$ cat config.mk
export PLATFORM = sky130hd
export DESIGN_NAME = mode_resonant_filter_flat
export DESIGN_NICKNAME = d
export VERILOG_FILES = /design/src/rtl/mrf_pkg.sv /design/src/rtl/mrf_in_if.sv /design/src/rtl/mrf_out_if.sv /design/src/rtl/mrf_mul.sv /design/src/rtl/mrf_div.sv /design/src/rtl/mode_resonant_filter.sv /design/src/flat_wrapper.sv
export SDC_FILE = /design/constraint.sdc
export NUM_CORES = 2
export LEC_CHECK = 0
export ABC_AREA = 1
export BUFFER_PORTS_ARGS = -buffer_cell sky130_fd_sc_hd__buf_2
export CAP_MARGIN = 20
export CELL_PAD_IN_SITES_DETAIL_PLACEMENT = 1
export CELL_PAD_IN_SITES_GLOBAL_PLACEMENT = 2
export CORE_UTILIZATION = 35
export CTS_CLUSTER_SIZE = 28
export DETAILED_ROUTE_END_ITERATION = 6
export PLACE_DENSITY = 0.82
export SLEW_MARGIN = 20
export SYNTH_ARGS = -nofsm -noshare
export SYNTH_HDL_FRONTEND = slang
export SYNTH_SLANG_ARGS = --single-unit
$ cat constraint.sdc
create_clock -name clk_i -period 7.2 [get_ports clk_i]
set_clock_uncertainty 0.1 [all_clocks]
set_input_delay 1.08 -clock clk_i [delete_from_list [all_inputs] [get_ports clk_i]]
set_output_delay 1.08 -clock clk_i [all_outputs]
set_load 0.02 [all_outputs]
$ cat src/rtl/mrf_pkg.sv
`timescale 1ns / 1ps

package mrf_pkg;

  // configuration register widths and indexes
  localparam int CFG_IDX_W  = 2;
  localparam int CFG_DATA_W = 23;
  localparam int FREQ_W     = 23;
  localparam int QUAL_W     = 18;
  localparam int RATE_W     = 18;

  typedef enum logic [CFG_IDX_W-1:0] {
    CFG_CENTRE_FREQ = 2'd0,
    CFG_QUALITY     = 2'd1,
    CFG_SAMPLE_RATE = 2'd2
  } cfg_idx_e;

  localparam logic [FREQ_W-1:0] FREQ_RST = 23'd128000;
  localparam logic [QUAL_W-1:0] QUAL_RST = 18'd12800;
  localparam logic [RATE_W-1:0] RATE_RST = 18'd48000;

  // fixed-point formats
  localparam int COEF_W  = 48;
  localparam int SCALE_W = 32;
  localparam int D_FRAC  = 16;
  localparam int WIDE_W  = 63;
  localparam int TERM_W  = 61;

  localparam logic [23:0]       FOUR_PI_Q20 = 24'd13176795;
  localparam logic [WIDE_W-1:0] WIDE_CAP    = 63'd1 << 62;
  localparam logic [TERM_W-1:0] TERM_CAP    = 61'd1 << 60;
  localparam logic [63:0]       ONE_Q32     = 64'h0000_0001_0000_0000;
  localparam logic signed [63:0] Y_MAX      = 64'sh0000_7FFF_FFFF_FFFF;
  localparam logic signed [63:0] Y_MIN      = -64'sh0000_8000_0000_0000;

  // digit-serial multiplier
  localparam int MUL_W     = 48;
  localparam int MUL_DIGIT = 4;
  localparam int PROD_W    = 2 * MUL_W;

  // bit-serial divider
  localparam int DIV_W     = 64;
  localparam int DIV_CNT_W = 8;
  localparam logic [DIV_CNT_W-1:0] D_SHIFT  = 8'd44;
  localparam logic [DIV_CNT_W-1:0] DQ_SHIFT = 8'd24;

  typedef enum logic [1:0] {
    DIV_CAP_SCALE,
    DIV_CAP_COEF,
    DIV_CAP_NONE
  } div_cap_e;

  typedef enum logic [4:0] {
    ST_IDLE,
    ST_FQ_MUL,
    ST_D_DIV,
    ST_BETA_MUL,
    ST_BETA,
    ST_DQ_DIV,
    ST_DEN,
    ST_C0_DIV,
    ST_C1_DIV,
    ST_C2_DIV,
    ST_T0_MUL,
    ST_T0_ACC,
    ST_T1_MUL,
    ST_T1_ACC,
    ST_T2_MUL,
    ST_T2_ACC,
    ST_Y,
    ST_O_MUL,
    ST_O
  } mrf_state_e;

endpackage

$ cat src/rtl/mrf_in_if.sv
`timescale 1ns / 1ps

interface mrf_in_if #(
  parameter int SAMPLE_WIDTH = 16
);
  logic                           valid;
  logic                           ready;
  logic signed [SAMPLE_WIDTH-1:0] sample_in;

  modport source (output valid, output sample_in, input ready);
  modport sink   (input valid, input sample_in, output ready);
endinterface

$ cat src/rtl/mrf_out_if.sv
`timescale 1ns / 1ps

interface mrf_out_if #(
  parameter int SAMPLE_WIDTH = 16
);
  logic                           valid;
  logic                           ready;
  logic signed [SAMPLE_WIDTH-1:0] sample_out;

  modport source (output valid, output sample_out, input ready);
  modport sink   (input valid, input sample_out, output ready);
endinterface

$ cat src/rtl/mrf_mul.sv
`timescale 1ns / 1ps

module mrf_mul (
  input  logic                           clk_i,
  input  logic                           rst_ni,
  input  logic                           start_i,
  input  logic [mrf_pkg::MUL_W-1:0]      a_i,
  input  logic [mrf_pkg::MUL_W-1:0]      b_i,
  output logic                           done_o,
  output logic [mrf_pkg::PROD_W-1:0]     p_o
);
  localparam int W     = mrf_pkg::MUL_W;
  localparam int DG    = mrf_pkg::MUL_DIGIT;
  localparam int STEPS = W / DG;
  localparam int CW    = $clog2(STEPS);

  logic          busy_q, done_q;
  logic [CW-1:0] cnt_q;
  logic [W-1:0]  a_q, b_q, acc_q, lo_q;
  logic [W+DG-1:0] part, sum;

  // one digit of b times a, added to the running high part
  assign part = a_q * b_q[DG-1:0];
  assign sum  = {{DG{1'b0}}, acc_q} + part;

  // step control
  always_ff @(posedge clk_i or negedge rst_ni) begin
    if (!rst_ni) begin
      busy_q <= 1'b0;
      done_q <= 1'b0;
      cnt_q  <= '0;
    end else begin
      done_q <= 1'b0;
      if (start_i) begin
        busy_q <= 1'b1;
        cnt_q  <= '0;
      end else if (busy_q) begin
        cnt_q <= cnt_q + 1'b1;
        if (cnt_q == CW'(STEPS - 1)) begin
          busy_q <= 1'b0;
          done_q <= 1'b1;
        end
      end
    end
  end

  // low product digits shift out into lo_q
  always_ff @(posedge clk_i) begin
    if (start_i) begin
      a_q   <= a_i;
      b_q   <= b_i;
      acc_q <= '0;
      lo_q  <= '0;
    end else if (busy_q) begin
      acc_q <= sum[W+DG-1:DG];
      lo_q  <= {sum[DG-1:0], lo_q[W-1:DG]};
      b_q   <= b_q >> DG;
    end
  end

  assign done_o = done_q;
  assign p_o    = {acc_q, lo_q};

endmodule

$ cat src/rtl/mrf_div.sv
`timescale 1ns / 1ps

module mrf_div (
  input  logic                             clk_i,
  input  logic                             rst_ni,
  input  logic                             start_i,
  input  logic [mrf_pkg::DIV_W-1:0]        num_i,
  input  logic [mrf_pkg::DIV_CNT_W-1:0]    shift_i,
  input  logic [mrf_pkg::WIDE_W-1:0]       den_i,
  input  mrf_pkg::div_cap_e                cap_i,
  output logic                             done_o,
  output logic [mrf_pkg::DIV_W-1:0]        q_o
);
  localparam int W  = mrf_pkg::DIV_W;
  localparam int DW = mrf_pkg::WIDE_W;
  localparam int CW = mrf_pkg::DIV_CNT_W;
  localparam int SW = mrf_pkg::SCALE_W;
  localparam int KW = mrf_pkg::COEF_W - 1;

  logic              busy_q, done_q;
  logic [CW-1:0]     cnt_q, last_q;
  mrf_pkg::div_cap_e cap_q;
  logic              ovf_q;
  logic [W-1:0]      num_q, q_q;
  logic [DW-1:0]     den_q, rem_q;
  logic [W-1:0]      r, diff;
  logic              ge, top_bit;

  // one restoring step per cycle
  assign r    = {rem_q, num_q[W-1]};
  assign ge   = r >= {1'b0, den_q};
  assign diff = r - {1'b0, den_q};

  // quotient bit leaving the capped range
  always_comb begin
    case (cap_q)
      mrf_pkg::DIV_CAP_SCALE: top_bit = q_q[SW-1];
      mrf_pkg::DIV_CAP_COEF:  top_bit = q_q[KW-1];
      default:                top_bit = q_q[W-1];
    endcase
  end

  // step control
  always_ff @(posedge clk_i or negedge rst_ni) begin
    if (!rst_ni) begin
      busy_q <= 1'b0;
      done_q <= 1'b0;
      cnt_q  <= '0;
    end else begin
      done_q <= 1'b0;
      if (start_i) begin
        busy_q <= 1'b1;
        cnt_q  <= '0;
      end else if (busy_q) begin
        cnt_q <= cnt_q + 1'b1;
        if (cnt_q == last_q) begin
          busy_q <= 1'b0;
          done_q <= 1'b1;
        end
      end
    end
  end

  // numerator shifts out msb first, zeros follow for the extra fraction bits
  always_ff @(posedge clk_i) begin
    if (start_i) begin
      num_q  <= num_i;
      den_q  <= den_i;
      rem_q  <= '0;
      q_q    <= '0;
      ovf_q  <= 1'b0;
      cap_q  <= cap_i;
      last_q <= CW'(W) + shift_i - 1'b1;
    end else if (busy_q) begin
      num_q <= num_q << 1;
      rem_q <= ge ? diff[DW-1:0] : r[DW-1:0];
      q_q   <= {q_q[W-2:0], ge};
      ovf_q <= ovf_q | top_bit;
    end
  end

  // quotient, saturated for the scale and coefficient caps
  always_comb begin
    case (cap_q)
      mrf_pkg::DIV_CAP_SCALE:
        q_o = ovf_q ? {{(W-SW){1'b0}}, {SW{1'b1}}} : {{(W-SW){1'b0}}, q_q[SW-1:0]};
      mrf_pkg::DIV_CAP_COEF:
        q_o = ovf_q ? {{(W-KW){1'b0}}, {KW{1'b1}}} : {{(W-KW){1'b0}}, q_q[KW-1:0]};
      default:
        q_o = q_q;
    endcase
  end

  assign done_o = done_q;

endmodule

$ cat src/rtl/mode_resonant_filter.sv
`timescale 1ns / 1ps
// each sample takes four products on the shared 4-bit-digit multiplier; a new sample is
//   accepted only once the previous output word has been loaded
// after reset or a register write the next sample first updates the coefficients:
//   two products and five bit-serial divisions
// reset: asynchronous active low; registers to defaults, history cleared, coefficients stale

module mode_resonant_filter #(
  parameter int SAMPLE_WIDTH = 16,
  parameter int FRAC_BITS    = 40
) (
  input  logic                              clk_i,
  input  logic                              rst_ni,
  input  logic                              cfg_we_i,
  input  logic [mrf_pkg::CFG_IDX_W-1:0]     cfg_idx_i,
  input  logic [mrf_pkg::CFG_DATA_W-1:0]    cfg_data_i,
  mrf_in_if.sink                            in_i,
  mrf_out_if.source                         out_o
);
  localparam int SW        = SAMPLE_WIDTH;
  localparam int CW        = mrf_pkg::COEF_W;
  localparam int MW        = mrf_pkg::MUL_W;
  localparam int PW        = mrf_pkg::PROD_W;
  localparam int DW        = mrf_pkg::DIV_W;
  localparam int WW        = mrf_pkg::WIDE_W;
  localparam int KW        = mrf_pkg::DIV_CNT_W;
  localparam int TW        = mrf_pkg::TERM_W;
  localparam int OUT_SHIFT = FRAC_BITS + mrf_pkg::D_FRAC - (SW - 1);
  localparam logic [PW-1:0] OUT_LIM  = PW'(1) << (SW - 1);
  localparam logic [PW-1:0] BETA_LIM = PW'(1) << 60;

  function automatic logic [MW-1:0] mag48(input logic [CW-1:0] v);
    return v[CW-1] ? (~v + 1'b1) : v;
  endfunction

  mrf_pkg::mrf_state_e state_q, state_d;
  logic launch_q, coefs_ok_q;

  logic [mrf_pkg::FREQ_W-1:0] freq_q, freq_nz;
  logic [mrf_pkg::QUAL_W-1:0] qual_q, qual_nz;
  logic [mrf_pkg::RATE_W-1:0] rate_q;

  logic signed [SW-1:0] px_q, x_q;
  logic signed [CW-1:0] y1_q, y2_q, c0_q, c1_q, c2_q;
  logic [mrf_pkg::SCALE_W-1:0] scale_q;
  logic [WW-1:0] beta_q, dq_q, den_q;
  logic signed [63:0] yacc_q;

  logic out_valid_q;
  logic [SW-1:0] out_data_q;

  // unit handshakes
  logic          mul_start, mul_done;
  logic [MW-1:0] mul_a, mul_b;
  logic [PW-1:0] mul_p;
  logic          div_start, div_done;
  logic [DW-1:0] div_num, div_q;
  logic [KW-1:0] div_shift;
  logic [WW-1:0] div_den;
  mrf_pkg::div_cap_e div_cap;

  logic in_acc, out_load;
  logic [MW-1:0] px_mag;
  logic [CW-1:0] px_ext;
  logic [63:0] twob, c1_mag, c2_mag, den_sum;
  logic c1_neg, c2_neg;
  logic [PW-1:0] prod_sh;
  logic [TW-1:0] term_mag;
  logic term_neg, contrib_neg;
  logic signed [63:0] contrib, yacc_d;
  logic signed [CW-1:0] y_sat;
  logic [SW-1:0] out_word;

  mrf_mul u_mul (
    .clk_i   (clk_i),
    .rst_ni  (rst_ni),
    .start_i (mul_start),
    .a_i     (mul_a),
    .b_i     (mul_b),
    .done_o  (mul_done),
    .p_o     (mul_p)
  );

  mrf_div u_div (
    .clk_i   (clk_i),
    .rst_ni  (rst_ni),
    .start_i (div_start),
    .num_i   (div_num),
    .shift_i (div_shift),
    .den_i   (div_den),
    .cap_i   (div_cap),
    .done_o  (div_done),
    .q_o     (div_q)
  );

  // operand preparation
  assign freq_nz = (freq_q == '0) ? mrf_pkg::FREQ_W'(1) : freq_q;
  assign qual_nz = (qual_q == '0) ? mrf_pkg::QUAL_W'(1) : qual_q;
  assign px_ext  = {{(CW-SW){px_q[SW-1]}}, px_q};
  assign px_mag  = mag48(px_ext);

  assign twob    = {beta_q, 1'b0};
  assign c1_neg  = twob >= mrf_pkg::ONE_Q32;
  assign c1_mag  = c1_neg ? (twob - mrf_pkg::ONE_Q32) : (mrf_pkg::ONE_Q32 - twob);
  assign c2_neg  = dq_q > beta_q;
  assign c2_mag  = c2_neg ? {1'b0, dq_q - beta_q} : {1'b0, beta_q - dq_q};
  assign den_sum = {1'b0, beta_q} + {1'b0, dq_q};

  assign in_acc   = in_i.valid && in_i.ready;
  assign out_load = (state_q == mrf_pkg::ST_O) && (!out_valid_q || out_o.ready);

  // product alignment for the term in hand
  always_comb begin
    case (state_q)
      mrf_pkg::ST_T0_ACC: prod_sh = mul_p >> (SW - 1);
      mrf_pkg::ST_O:      prod_sh = mul_p >> OUT_SHIFT;
      default:            prod_sh = mul_p >> FRAC_BITS;
    endcase
  end

  assign term_mag = (prod_sh > PW'(mrf_pkg::TERM_CAP)) ? mrf_pkg::TERM_CAP : prod_sh[TW-1:0];

  always_comb begin
    case (state_q)
      mrf_pkg::ST_T0_ACC: term_neg = c0_q[CW-1] ^ px_q[SW-1];
      mrf_pkg::ST_T1_ACC: term_neg = c1_q[CW-1] ^ y1_q[CW-1];
      mrf_pkg::ST_T2_ACC: term_neg = c2_q[CW-1] ^ y2_q[CW-1];
      default:            term_neg = y1_q[CW-1];
    endcase
  end

  // feedback terms are subtracted
  assign contrib_neg = (state_q == mrf_pkg::ST_T0_ACC) ? term_neg : !term_neg;
  assign contrib     = contrib_neg ? -$signed({3'b000, term_mag}) : $signed({3'b000, term_mag});
  assign yacc_d      = ((state_q == mrf_pkg::ST_T0_ACC) ? 64'sd0 : yacc_q) + contrib;

  // history saturation to 48 bits
  always_comb begin
    if (yacc_q > mrf_pkg::Y_MAX) begin
      y_sat = mrf_pkg::Y_MAX[CW-1:0];
    end else if (yacc_q < mrf_pkg::Y_MIN) begin
      y_sat = mrf_pkg::Y_MIN[CW-1:0];
    end else begin
      y_sat = yacc_q[CW-1:0];
    end
  end

  // output scaling and saturation to the sample range
  always_comb begin
    if (!y1_q[CW-1]) begin
      out_word = (prod_sh >= OUT_LIM) ? {1'b0, {(SW-1){1'b1}}} : prod_sh[SW-1:0];
    end else begin
      out_word = (prod_sh > OUT_LIM) ? {1'b1, {(SW-1){1'b0}}} : (~prod_sh[SW-1:0] + 1'b1);
    end
  end

  // sequencer next state and unit operands
  always_comb begin
    state_d   = state_q;
    mul_start = 1'b0;
    mul_a     = '0;
    mul_b     = '0;
    div_start = 1'b0;
    div_num   = '0;
    div_shift = '0;
    div_den   = '0;
    div_cap   = mrf_pkg::DIV_CAP_NONE;
    case (state_q)
      mrf_pkg::ST_IDLE: begin
        if (in_i.valid) begin
          state_d = coefs_ok_q ? mrf_pkg::ST_T0_MUL : mrf_pkg::ST_FQ_MUL;
        end
      end
      mrf_pkg::ST_FQ_MUL: begin
        mul_start = !launch_q;
        mul_a     = MW'(freq_nz);
        mul_b     = MW'(mrf_pkg::FOUR_PI_Q20);
        if (mul_done) state_d = mrf_pkg::ST_D_DIV;
      end
      mrf_pkg::ST_D_DIV: begin
        div_start = !launch_q;
        div_num   = DW'(rate_q);
        div_shift = mrf_pkg::D_SHIFT;
        div_den   = mul_p[WW-1:0];
        div_cap   = mrf_pkg::DIV_CAP_SCALE;
        if (div_done) state_d = mrf_pkg::ST_BETA_MUL;
      end
      mrf_pkg::ST_BETA_MUL: begin
        mul_start = !launch_q;
        mul_a     = MW'(scale_q);
        mul_b     = MW'(scale_q);
        if (mul_done) state_d = mrf_pkg::ST_BETA;
      end
      mrf_pkg::ST_BETA: begin
        state_d = mrf_pkg::ST_DQ_DIV;
      end
      mrf_pkg::ST_DQ_DIV: begin
        div_start = !launch_q;
        div_num   = DW'(scale_q);
        div_shift = mrf_pkg::DQ_SHIFT;
        div_den   = WW'(qual_nz);
        div_cap   = mrf_pkg::DIV_CAP_NONE;
        if (div_done) state_d = mrf_pkg::ST_DEN;
      end
      mrf_pkg::ST_DEN: begin
        state_d = mrf_pkg::ST_C0_DIV;
      end
      mrf_pkg::ST_C0_DIV: begin
        div_start = !launch_q;
        div_num   = DW'(1);
        div_shift = KW'(32 + FRAC_BITS);
        div_den   = den_q;
        div_cap   = mrf_pkg::DIV_CAP_COEF;
        if (div_done) state_d = mrf_pkg::ST_C1_DIV;
      end
      mrf_pkg::ST_C1_DIV: begin
        div_start = !launch_q;
        div_num   = c1_mag;
        div_shift = KW'(FRAC_BITS);
        div_den   = den_q;
        div_cap   = mrf_pkg::DIV_CAP_COEF;
        if (div_done) state_d = mrf_pkg::ST_C2_DIV;
      end
      mrf_pkg::ST_C2_DIV: begin
        div_start = !launch_q;
        div_num   = c2_mag;
        div_shift = KW'(FRAC_BITS);
        div_den   = den_q;
        div_cap   = mrf_pkg::DIV_CAP_COEF;
        if (div_done) state_d = mrf_pkg::ST_T0_MUL;
      end
      mrf_pkg::ST_T0_MUL: begin
        mul_start = !launch_q;
        mul_a     = mag48(c0_q);
        mul_b     = px_mag;
        if (mul_done) state_d = mrf_pkg::ST_T0_ACC;
      end
      mrf_pkg::ST_T0_ACC: state_d = mrf_pkg::ST_T1_MUL;
      mrf_pkg::ST_T1_MUL: begin
        mul_start = !launch_q;
        mul_a     = mag48(c1_q);
        mul_b     = mag48(y1_q);
        if (mul_done) state_d = mrf_pkg::ST_T1_ACC;
      end
      mrf_pkg::ST_T1_ACC: state_d = mrf_pkg::ST_T2_MUL;
      mrf_pkg::ST_T2_MUL: begin
        mul_start = !launch_q;
        mul_a     = mag48(c2_q);
        mul_b     = mag48(y2_q);
        if (mul_done) state_d = mrf_pkg::ST_T2_ACC;
      end
      mrf_pkg::ST_T2_ACC: state_d = mrf_pkg::ST_Y;
      mrf_pkg::ST_Y:      state_d = mrf_pkg::ST_O_MUL;
      mrf_pkg::ST_O_MUL: begin
        mul_start = !launch_q;
        mul_a     = mag48(y1_q);
        mul_b     = MW'(scale_q);
        if (mul_done) state_d = mrf_pkg::ST_O;
      end
      mrf_pkg::ST_O: begin
        if (out_load) state_d = mrf_pkg::ST_IDLE;
      end
      default: state_d = mrf_pkg::ST_IDLE;
    endcase
  end

  // control state, registers and history
  always_ff @(posedge clk_i or negedge rst_ni) begin
    if (!rst_ni) begin
      state_q     <= mrf_pkg::ST_IDLE;
      launch_q    <= 1'b0;
      coefs_ok_q  <= 1'b0;
      freq_q      <= mrf_pkg::FREQ_RST;
      qual_q      <= mrf_pkg::QUAL_RST;
      rate_q      <= mrf_pkg::RATE_RST;
      px_q        <= '0;
      y1_q        <= '0;
      y2_q        <= '0;
      out_valid_q <= 1'b0;
    end else begin
      state_q <= state_d;
      if (mul_start || div_start) begin
        launch_q <= 1'b1;
      end else if (mul_done || div_done) begin
        launch_q <= 1'b0;
      end
      if (cfg_we_i) begin
        case (mrf_pkg::cfg_idx_e'(cfg_idx_i))
          mrf_pkg::CFG_CENTRE_FREQ: begin
            freq_q     <= cfg_data_i[mrf_pkg::FREQ_W-1:0];
            coefs_ok_q <= 1'b0;
          end
          mrf_pkg::CFG_QUALITY: begin
            qual_q     <= cfg_data_i[mrf_pkg::QUAL_W-1:0];
            coefs_ok_q <= 1'b0;
          end
          mrf_pkg::CFG_SAMPLE_RATE: begin
            rate_q     <= cfg_data_i[mrf_pkg::RATE_W-1:0];
            coefs_ok_q <= 1'b0;
          end
          default: ;
        endcase
      end
      if (state_q == mrf_pkg::ST_C2_DIV && div_done) begin
        coefs_ok_q <= 1'b1;
      end
      if (state_q == mrf_pkg::ST_Y) begin
        px_q <= x_q;
        y2_q <= y1_q;
        y1_q <= y_sat;
      end
      if (out_load) begin
        out_valid_q <= 1'b1;
      end else if (out_o.ready) begin
        out_valid_q <= 1'b0;
      end
    end
  end

  // coefficient and working registers
  always_ff @(posedge clk_i) begin
    if (in_acc) x_q <= in_i.sample_in;
    if (state_q == mrf_pkg::ST_D_DIV && div_done) scale_q <= div_q[mrf_pkg::SCALE_W-1:0];
    if (state_q == mrf_pkg::ST_BETA) begin
      beta_q <= (scale_q[mrf_pkg::SCALE_W-1] || mul_p >= BETA_LIM) ?
                mrf_pkg::WIDE_CAP : {mul_p[WW-3:0], 2'b00};
    end
    if (state_q == mrf_pkg::ST_DQ_DIV && div_done) dq_q <= div_q[WW-1:0];
    if (state_q == mrf_pkg::ST_DEN) begin
      if (den_sum > 64'(mrf_pkg::WIDE_CAP)) begin
        den_q <= mrf_pkg::WIDE_CAP;
      end else if (den_sum == '0) begin
        den_q <= WW'(1);
      end else begin
        den_q <= den_sum[WW-1:0];
      end
    end
    if (state_q == mrf_pkg::ST_C0_DIV && div_done) c0_q <= div_q[CW-1:0];
    if (state_q == mrf_pkg::ST_C1_DIV && div_done) begin
      c1_q <= c1_neg ? (~div_q[CW-1:0] + 1'b1) : div_q[CW-1:0];
    end
    if (state_q == mrf_pkg::ST_C2_DIV && div_done) begin
      c2_q <= c2_neg ? (~div_q[CW-1:0] + 1'b1) : div_q[CW-1:0];
    end
    if (state_q == mrf_pkg::ST_T0_ACC || state_q == mrf_pkg::ST_T1_ACC ||
        state_q == mrf_pkg::ST_T2_ACC) begin
      yacc_q <= yacc_d;
    end
    if (out_load) out_data_q <= out_word;
  end

  assign in_i.ready       = (state_q == mrf_pkg::ST_IDLE);
  assign out_o.valid      = out_valid_q;
  assign out_o.sample_out = out_data_q;

endmodule

$ cat src/flat_wrapper.sv
// flat-port wrapper written by rule: the top's interface ports become plain ports
module mode_resonant_filter_flat 
#(
  parameter int SAMPLE_WIDTH = 16,
  parameter int FRAC_BITS    = 40
)
  (clk_i, rst_ni, cfg_we_i, cfg_idx_i, cfg_data_i, in_i_valid, in_i_sample_in, in_i_ready, out_o_valid, out_o_sample_out, out_o_ready);
  mrf_in_if #(.SAMPLE_WIDTH(SAMPLE_WIDTH)) in_i_i ();
  mrf_out_if #(.SAMPLE_WIDTH(SAMPLE_WIDTH)) out_o_i ();
  input  logic clk_i;
  input  logic rst_ni;
  input  logic cfg_we_i;
  input  logic [mrf_pkg::CFG_IDX_W-1:0] cfg_idx_i;
  input  logic [mrf_pkg::CFG_DATA_W-1:0] cfg_data_i;
  input wire logic [$bits(in_i_i.valid)-1:0] in_i_valid;
  input wire logic [$bits(in_i_i.sample_in)-1:0] in_i_sample_in;
  output wire logic [$bits(in_i_i.ready)-1:0] in_i_ready;
  output wire logic [$bits(out_o_i.valid)-1:0] out_o_valid;
  output wire logic [$bits(out_o_i.sample_out)-1:0] out_o_sample_out;
  input wire logic [$bits(out_o_i.ready)-1:0] out_o_ready;
  assign in_i_i.valid = in_i_valid;
  assign in_i_i.sample_in = in_i_sample_in;
  assign in_i_ready = in_i_i.ready;
  assign out_o_valid = out_o_i.valid;
  assign out_o_sample_out = out_o_i.sample_out;
  assign out_o_i.ready = out_o_ready;
  mode_resonant_filter #(.SAMPLE_WIDTH(SAMPLE_WIDTH), .FRAC_BITS(FRAC_BITS)) u_core (.clk_i(clk_i), .rst_ni(rst_ni), .cfg_we_i(cfg_we_i), .cfg_idx_i(cfg_idx_i), .cfg_data_i(cfg_data_i), .in_i(in_i_i), .out_o(out_o_i));
endmodule
==> flow_summary.ini <==
[setup_path]
crit_arrival_ns = 7.28
crit_fanout = 35
cp_slowest_cell = dfrtp_1
required_ns = 7.70
cpLargestDelayFamily = compound AO/OA/AOI/OAI gates
cp_common_cell = nand2_1
crit_type = reg -> reg
path_buf_inv = 6
end_kind = flop
slowest_delay_ns = 0.55
cp-start-kind = flop

[global_route]
antenna_found_initial = 65
grt_pass1_vias = 90375
grt-ovfl-total = 0
track_usage_pct = 36.28
grt_pass1_wl_um = 657500
grt_max_degree = 188

[yosys]
synth_fp_nets = 12820
yosysTopAreaCellShare_pct = 23.76
synth_cell_types = 79
synthesis.area_um2 = 87200
postSynth.asyncResetShare_pct = 17.58
yosysTopAreaCell = edfxtp_1
postSynthCellCount = 12234
synth_seq_cells = 1109
synth_ff_type = edfxtp_1
ys_seq_area_share_pct = 34.52
synth.area.top_cells = edfxtp_1 24%, nand2_1 10%, inv_1 8.1%
synth_warnings = 0
syn_avg_cell_area_um2 = 7.128
synth_edf_count = 690

[drt]
drt.antenna.violating_nets = 0
vias_per_cell = 5.757
drtPass1Iterations = 5
drtIter0Drc = 9441
num_vias = 90272
wl_um = 465300
drt-wirelength-per-cell_um = 29.67
route.detailed.drc = 0

[sta]
period_needed_ns = 6.775
setup_viol = 0
fmax_mhz = 147.6
relSlewSlack_pct = 21.72
hold_viol = 0
fin_crit_sh_pct = 94.10
holdWs_ns = 0.1652
finalMaxSlewViolations = 0
grt_setup_unrepaired = false
worst_pin_slew_ns = 1.163

[layout]
drive_above_1_share_pct = 5.640
nets = 12804
fin_cells = 15681
synthToLayoutAreaGrowth_pct = 10.88

[min_path]
hold_class = in -> async

[placement]
gp_congestion = 1.018
port_buffers = 63
dp_hpwl_um = 383000
dpl.cell_count = 15385

[power]
power_frac_clock_pct = 13.8
p_comb_share_pct = 65.4
pwr-share-seq_pct = 20.8
internal-power_mw = 24.64
vdd_ir_drop_max_mv = 0.4026
switching_power_mw = 29.71
swShare_pct = 54.66
power_leakage_nw = 41.92
p_per_area_nw_per_um2 = 562.1

[die]
fp.dieH_um = 501.2
die_w_um = 501.2
coreArea_um2 = 246800
initial_core_util_pct = 35.33
num_rows = 182
ios = 64
die_area_um2 = 251200

[clock_tree]
cts_buffer_depth = 3
cts_tree = built
clockRootBuffer = clkbuf_16
clock_sinks = 1109
numCtsBuffers = 142
path_clk_slew_ns = 0.06
clk_latency_ns = 0.86
h-tree-depth = 4

[job]
maxCapViolations = 0

[run_status]
status = finished clean
## Yosys cell counts (all sizes together) (12+ instances only)
library cell / count
o21a: 49
xor2: 347
o221ai: 24
fa: 143
a21oi: 868
xnor2: 71
o21bai: 57
nor3: 188
o41ai: 12
ha: 397
edfxtp: 690
nand3: 564
dfstp: 16
nor4: 95
dfxtp: 224
buf: 122
o2111ai: 35
clkbuf: 310
nand2: 2381
a221oi: 34
o211ai: 76
dfrtp: 179
o31ai: 29
or2: 36
a22oi: 22
o22ai: 78
nand4: 127
a31oi: 157
o21ai: 1138
nor2: 1676
a21o: 51
a21boi: 24
inv: 1886
nand3b: 34
a211oi: 19
## flip-flops by register name (all words and copies together) (netlist names), 23 cells and up
name,count
u_core.c1_q,48
u_core.c0_q,48
u_core.scale_q,32
u_core.y2_q,48
u_core.u_div.num_q,64
u_core.beta_q,61
u_core.u_div.den_q,63
u_core.u_mul.b_q,48
u_core.yacc_q,64
u_core.y1_q,48
u_core.u_mul.lo_q,48
u_core.dq_q,63
u_core.u_mul.a_q,48
u_core.u_mul.acc_q,48
u_core.u_div.q_q,64
u_core.c2_q,48
u_core.u_div.rem_q,63
u_core.freq_q,23
u_core.den_q,63
## area by class of cell
| class | count | area (um^2) |
|---|---|---|
| fillers | 31009 | 150200 |
| multi-input cells | 8797 | 48400 |
| flip-flops and latches | 1109 | 30110 |
| inverters | 1896 | 7129 |
| well taps | 3312 | 4144 |
| clock buffers | 183 | 3871 |
| repair buffers | 272 | 2011 |
| clock inverters | 83 | 949.7 |
| diodes | 29 | 72.57 |
## placed cells by master, fill, tap and decap left out, types with 127 or more instances in the layout
master / count
nor2_1: 1637
a31oi_1: 157
nand3_1: 534
a21oi_1: 858
nand2_1: 2365
inv_1: 1868
edfxtp_1: 690
xor2_1: 347
clkbuf_16: 145
dfrtp_1: 177
nand4_1: 127
ha_1: 397
nor3_1: 180
dfxtp_1: 224
buf_4: 199
fa_1: 143
o21ai_0: 1098
## layer usage
metal	global-route usage (%)	vias up	share of wire, %
met1	50.21	45556	44
met4	18.04	16	5.7
met2	54.47	3533	42
met5	0	-	0.022
met3	5.902	772	7.5
li1	-	40395	-
## final timing paths
check / startpoint / endpoint / slack (ns) / depth (start not counted)
worst min register to register: u_core.x_q[3] / u_core.px_q[3] / 0.36 / 2
min in group clk_i: in_i_sample_in[11] / u_core.x_q[11] / 0.32 / 1
worst max register to register: u_core.state_q[4] / u_core.yacc_q[50] / 0.42 / 31
worst min-delay path: rst_ni / u_core.u_div.done_o / 0.17 / 1
max in group asynchronous: rst_ni / u_core.y1_q[47] / 5.60 / 2
worst max-delay path: u_core.state_q[4] / u_core.yacc_q[50] / 0.42 / 31
## kinds of logic after synthesis
family	Yosys count	synth area share (%)
AOI/OAI and AO/OA	2716	17.56
xor gates and xnor gates	418	4.198
adders and majority gates	540	8.979
buffers and inverters	2328	10.27
DFF	1109	34.52
muxes	3	0.03874
and+or+nand+nor	5120	24.43
## what timing repair did
item	in CTS	in global routing
hold buffers	0	0
cloned	0	0
gates resized for setup	1	5
buffers inserted	0	0
hold endpoints to repair	0	0
setup endpoints to repair	1	12
## power by group through the flow
stage	clock network, mW	logic (mW)	registers (mW)
final	7.52	35.5	11.3
after global routing	7.80	38.7	11.4
after CTS	7.60	35.1	11.2
after detailed placement	0	34.8	11.3
after global placement	0	34.4	11.3
after floorplan	0	22.6	10.2
## metrics by stage
stage          worst slack, ns  total power [mW]  TNS [ns]  cell area (um^2)  utilization [%]
2_1_floorplan           0.4772             32.77         0             87200                -
3_3_place_gp            0.1109             45.65         0             91720            37.16
3_5_place_dp          -0.01403             46.12  -0.01403             91760            37.17
4_1_cts                 0.1296             53.88         0             96580            39.12
5_1_grt                0.01162             57.90         0             96660            39.16
6_report                0.4246             54.35         0             96690            39.17
No activity file was read; power rests on OpenSTA's default activity.
